File: src/rtl/mec_pkg.sv
// Shared types and constants of the escape-count block.
// Used by the controller, the datapath, the top level and the checker.
package mec_pkg;

  // Default parameter values.
  localparam int FRAC_BITS_DEF   = 28;
  localparam int COUNT_WIDTH_DEF = 12;

  // Fixed field and port widths.
  localparam int COORD_W = 32;
  localparam int ADDR_W  = 3;
  localparam int DATA_W  = 32;

  // Register reset value and escape radius squared.
  localparam int DEFAULT_LIMIT    = 511;
  localparam int ESCAPE_RADIUS_SQ = 4;

  // Register index of the iteration limit (word index within paddr).
  localparam logic [ADDR_W-3:0] IDX_ITER_LIMIT = '0;

  // Controller states, one-hot.
  typedef enum logic [3:0] {
    S_IDLE = 4'b0001,
    S_MUL  = 4'b0010,
    S_CHK  = 4'b0100,
    S_DONE = 4'b1000
  } state_t;

  // Commands from the controller to the datapath.
  typedef struct packed {
    logic load;   // take c, set z = c and count = 0
    logic mul;    // form x*x, y*y and x*y
    logic step;   // store z^2 + c and count one iteration
    logic push;   // copy the count into the result register
  } ctrl_cmd_t;

  // Status from the datapath to the controller.
  typedef struct packed {
    logic lim_zero;   // iteration limit is zero
    logic escape;     // |z|^2 has reached the escape radius squared
    logic last;       // the pending step reaches the iteration limit
  } dp_status_t;

endpackage

File: src/rtl/mec_ctrl.sv
// Controller of the escape-count block: sequences load, multiply, check and
// result hand-off. Uses mec_pkg for the state and command types.
module mec_ctrl (
  input  logic                  clk,
  input  logic                  rst_n,
  input  logic                  in_valid,
  output logic                  in_stall,
  output logic                  out_valid,
  input  logic                  out_stall,
  input  mec_pkg::dp_status_t   status,
  output mec_pkg::ctrl_cmd_t    cmd
);

  mec_pkg::state_t state_r, state_nxt;
  logic            out_valid_r, out_valid_nxt;

  // Next state and datapath commands.
  always_comb begin
    state_nxt = state_r;
    cmd       = '0;
    unique case (state_r)
      mec_pkg::S_IDLE: begin
        if (in_valid) begin
          cmd.load  = 1'b1;
          state_nxt = status.lim_zero ? mec_pkg::S_DONE : mec_pkg::S_MUL;
        end
      end
      mec_pkg::S_MUL: begin
        cmd.mul   = 1'b1;
        state_nxt = mec_pkg::S_CHK;
      end
      mec_pkg::S_CHK: begin
        if (status.escape) begin
          state_nxt = mec_pkg::S_DONE;
        end else begin
          cmd.step  = 1'b1;
          state_nxt = status.last ? mec_pkg::S_DONE : mec_pkg::S_MUL;
        end
      end
      mec_pkg::S_DONE: begin
        // Hand the count over once the result register is free.
        if (!out_valid_r || !out_stall) begin
          cmd.push  = 1'b1;
          state_nxt = mec_pkg::S_IDLE;
        end
      end
      default: state_nxt = mec_pkg::S_IDLE;
    endcase
  end

  // The result register stays full until the item is taken.
  assign out_valid_nxt = cmd.push | (out_valid_r & out_stall);

  always_ff @(posedge clk) begin
    if (!rst_n) begin
      state_r     <= mec_pkg::S_IDLE;
      out_valid_r <= 1'b0;
    end else begin
      state_r     <= state_nxt;
      out_valid_r <= out_valid_nxt;
    end
  end

  assign in_stall  = (state_r != mec_pkg::S_IDLE);
  assign out_valid = out_valid_r;

endmodule

File: config.mk
export PLATFORM = sky130hd
export DESIGN_NAME = mec_ctrl
export DESIGN_NICKNAME = d
export VERILOG_FILES = /design/src/rtl/mec_pkg.sv /design/src/rtl/mec_ctrl.sv
export SDC_FILE = /design/constraint.sdc
export NUM_CORES = 1
export LEC_CHECK = 0
export BUFFER_PORTS_ARGS = -buffer_cell sky130_fd_sc_hd__clkbuf_2
export CORE_AREA = 10 10 47 49
export DETAILED_ROUTE_END_ITERATION = 10
export DIE_AREA = 0 0 57 59
export SYNTH_ARGS = -nofsm -noshare
export SYNTH_HDL_FRONTEND = slang
export SYNTH_SLANG_ARGS = --single-unit
File: constraint.sdc
create_clock -name clk -period 1.6 [get_ports clk]
set_input_delay 0.08 -clock clk [delete_from_list [all_inputs] [get_ports clk]]
set_output_delay 0.08 -clock clk [all_outputs]
set_load 0.01 [all_outputs]
==> impl_metrics.tcl <==
set metrics [dict create \
    outcome "complete, no violations" \
    io_buffer_count 12 \
    final_nets 56 \
    crit_end "cmd[0]" \
    worstPathCellList "or4_4 > a21oi_1 > clkbuf_2" \
    rr_worst_depth 3 \
    setup_viol 0 \
    cts_root_buf "clkbuf_4" \
    mostFrequentLayoutCells "clkbuf_2, dfxtp_1, inv_1, clkbuf_4" \
    area_growth_pct 46.5 \
    yosys_warnings 0 \
    vias_per_cell 4.33 \
    cts_sinks 5 \
    ys_seq_elements 5 \
    critPathCaptureType "output port" \
    grt_remaining_overflow 0 \
    io_pins 13 \
    first_iter_violations 0 \
    clkTransAtPathRegs_ns 0.05 \
    worst-setup-path-type "flip-flop to output port" \
    cp.required_ns 1.52 \
    grt_use_met1 0.0509 \
    r2r_start "state_r[0]" \
    use_met3 0.0193 \
    use_met2 0.0589 \
    insertion_delay_ns 0.24 \
    synth_top_area_frac 0.372 \
    slew-limit-headroom 0.760 \
    dieArea_sq_mm 0.00336 \
    layout_setup_ws_ns 0.0996 \
    maxClockFrequency_mhz 666 \
    grt_max_degree 8 \
    min_period_over_period 0.938 \
    slew_viol_final 0 \
    synth.area.top_cells "dfxtp_1, nor4b_1, nor4b_2" \
    fp.coreArea_sq_mm 0.00140 \
    ff_latch_area_sq_um 100 \
    postCtsHoldBufs 0 \
    path_delay_family "simple AND/OR/NAND/NOR gates" \
    fin_tns_setup_ns 0 \
    crit_path_start "state_r[2]" \
    num_antenna_cells 0 \
    r2r-end "state_r[1]" \
    path_max_fanout 6 \
    yosysTopAreaCell "dfxtp_1" \
    fin_skew_ns 0.00524 \
    critPathMaxStageDelay_ns 0.56 \
    synthCells 30 \
    startpoint_type "flip-flop" \
    reg2reg_slack_ns 0.11 \
    dp_slack_ns 0.118 \
    cellLeakagePower_nw 0.177 \
    ir_drop_uv 446 \
    p_per_area_mw_per_mm2 874 \
    tightest_slew_ns 0.354 \
    cts_buffers 3 \
    drc 0 \
    crit_path_top_delay_cell "or4_4" \
    hold_viol_final 0 \
    routedWlPerCell_microns 10.7 \
    fin_util 0.281 \
    yosysSeqAreaShare 0.372 \
    critPathBufInv 1 \
    fillCellCount 163 \
    htreeDepth 1 \
    hp-class "input port to flip-flop" \
    cts_max_path_buffers 2 \
    antenna_found_initial 0 \
    grt_first_pass_wirelength_mm 1.12 \
    max_cap_violations 0 \
    rsz0062_at_grt "false" \
    die_y_microns 59 \
    num_vias 277 \
    worstPathArrival_ns 1.42 \
    grt_pass1_vias 272 \
    post_cts_buffers 0 \
    wirelength_microns 682 \
    fin_crit_ns 1.50 \
    die_x_microns 57 \
    cts_tree "built" \
    cp.depth 3 \
    dr.pass1.iters 1 \
    place.gp.congestion 0.668 \
    grt_usage 0.0427 \
    initial_core_util 0.192 \
    synthDistinctLibCells 19 \
    dp_hpwl_microns 544 \
    drive_gt1_frac 0.417 \
    multi_input_area_sq_um 161 \
    syn-num-nets 37 \
    power.total_uw 345 \
    grt-busiest-layer "met2" \
    detail-route-antenna-nets 0 \
    cts.repair.resized 0 \
    mostFrequentLayoutCell "clkbuf_2" \
    syn_area_sq_um 269 \
    avgSynthCellArea_sq_um 8.97 \
    rows 14 \
]
Yosys cell counts:
master,n
o21ai_1,1
or4b_4,1
and3b_1,1
nor4b_1,2
or4_1,1
a21oi_1,2
o32a_1,1
nor4b_2,1
o21bai_1,1
o21ai_0,1
a21boi_1,1
nor2_1,2
o311ai_1,1
and2_1,2
nand2_1,2
o21a_1,1
inv_1,3
nor2b_1,1
dfxtp_1,5
report_power, final:
part	switching (mW)	internal, mW
clock	0.0532	0.0944
sequential	0.00659	0.130
combinational	0.0269	0.0333
total	0.0867	0.258
logic make-up after synthesis:
group / share of synthesized area
buffers and inverters: 0.0419
AOI/OAI and AO/OA: 0.228
and+or+nand+nor: 0.358
DFF: 0.372
state kept, by name (all words and copies together) (netlist names):
| register | flops |
|---|---|
| state_r | 4 |
| out_valid | 1 |
through the flow:
step,cells,hold WS [ns],area [sq um]
after floorplan,30,0.160,269
after global placement,60,0.309,364
after detailed placement,60,0.306,364
after CTS,64,0.0636,390
after global routing,64,0.0764,394
final,64,0.0639,394
cell type report:
class / count / area share
Multi-Input combinational cell: 22 / 0.410
Tap cell: 16 / 0.0508
Clock buffer: 4 / 0.0667
Timing Repair Buffer: 14 / 0.190
Inverter: 3 / 0.0286
Sequential cell: 5 / 0.254
routing by layer:
metal	share of wire	wire [microns]	up-vias
met5	0	0	-
met4	0	0	0
met3	0.026	18	0
met2	0.50	339	7
met1	0.47	323	122
li1	-	-	148
worst min path at each step:
| stage | startpoint | end | cells after the start |
|---|---|---|---|
| detailed placement | rst_n | state_r[0] | 2 |
| global placement | rst_n | state_r[0] | 2 |
| floorplan | rst_n | state_r[0] | 1 |
| global route | rst_n | state_r[0] | 2 |
| finish | rst_n | state_r[0] | 2 |
| CTS | rst_n | state_r[0] | 2 |
Power figures use the tool's default switching activity.
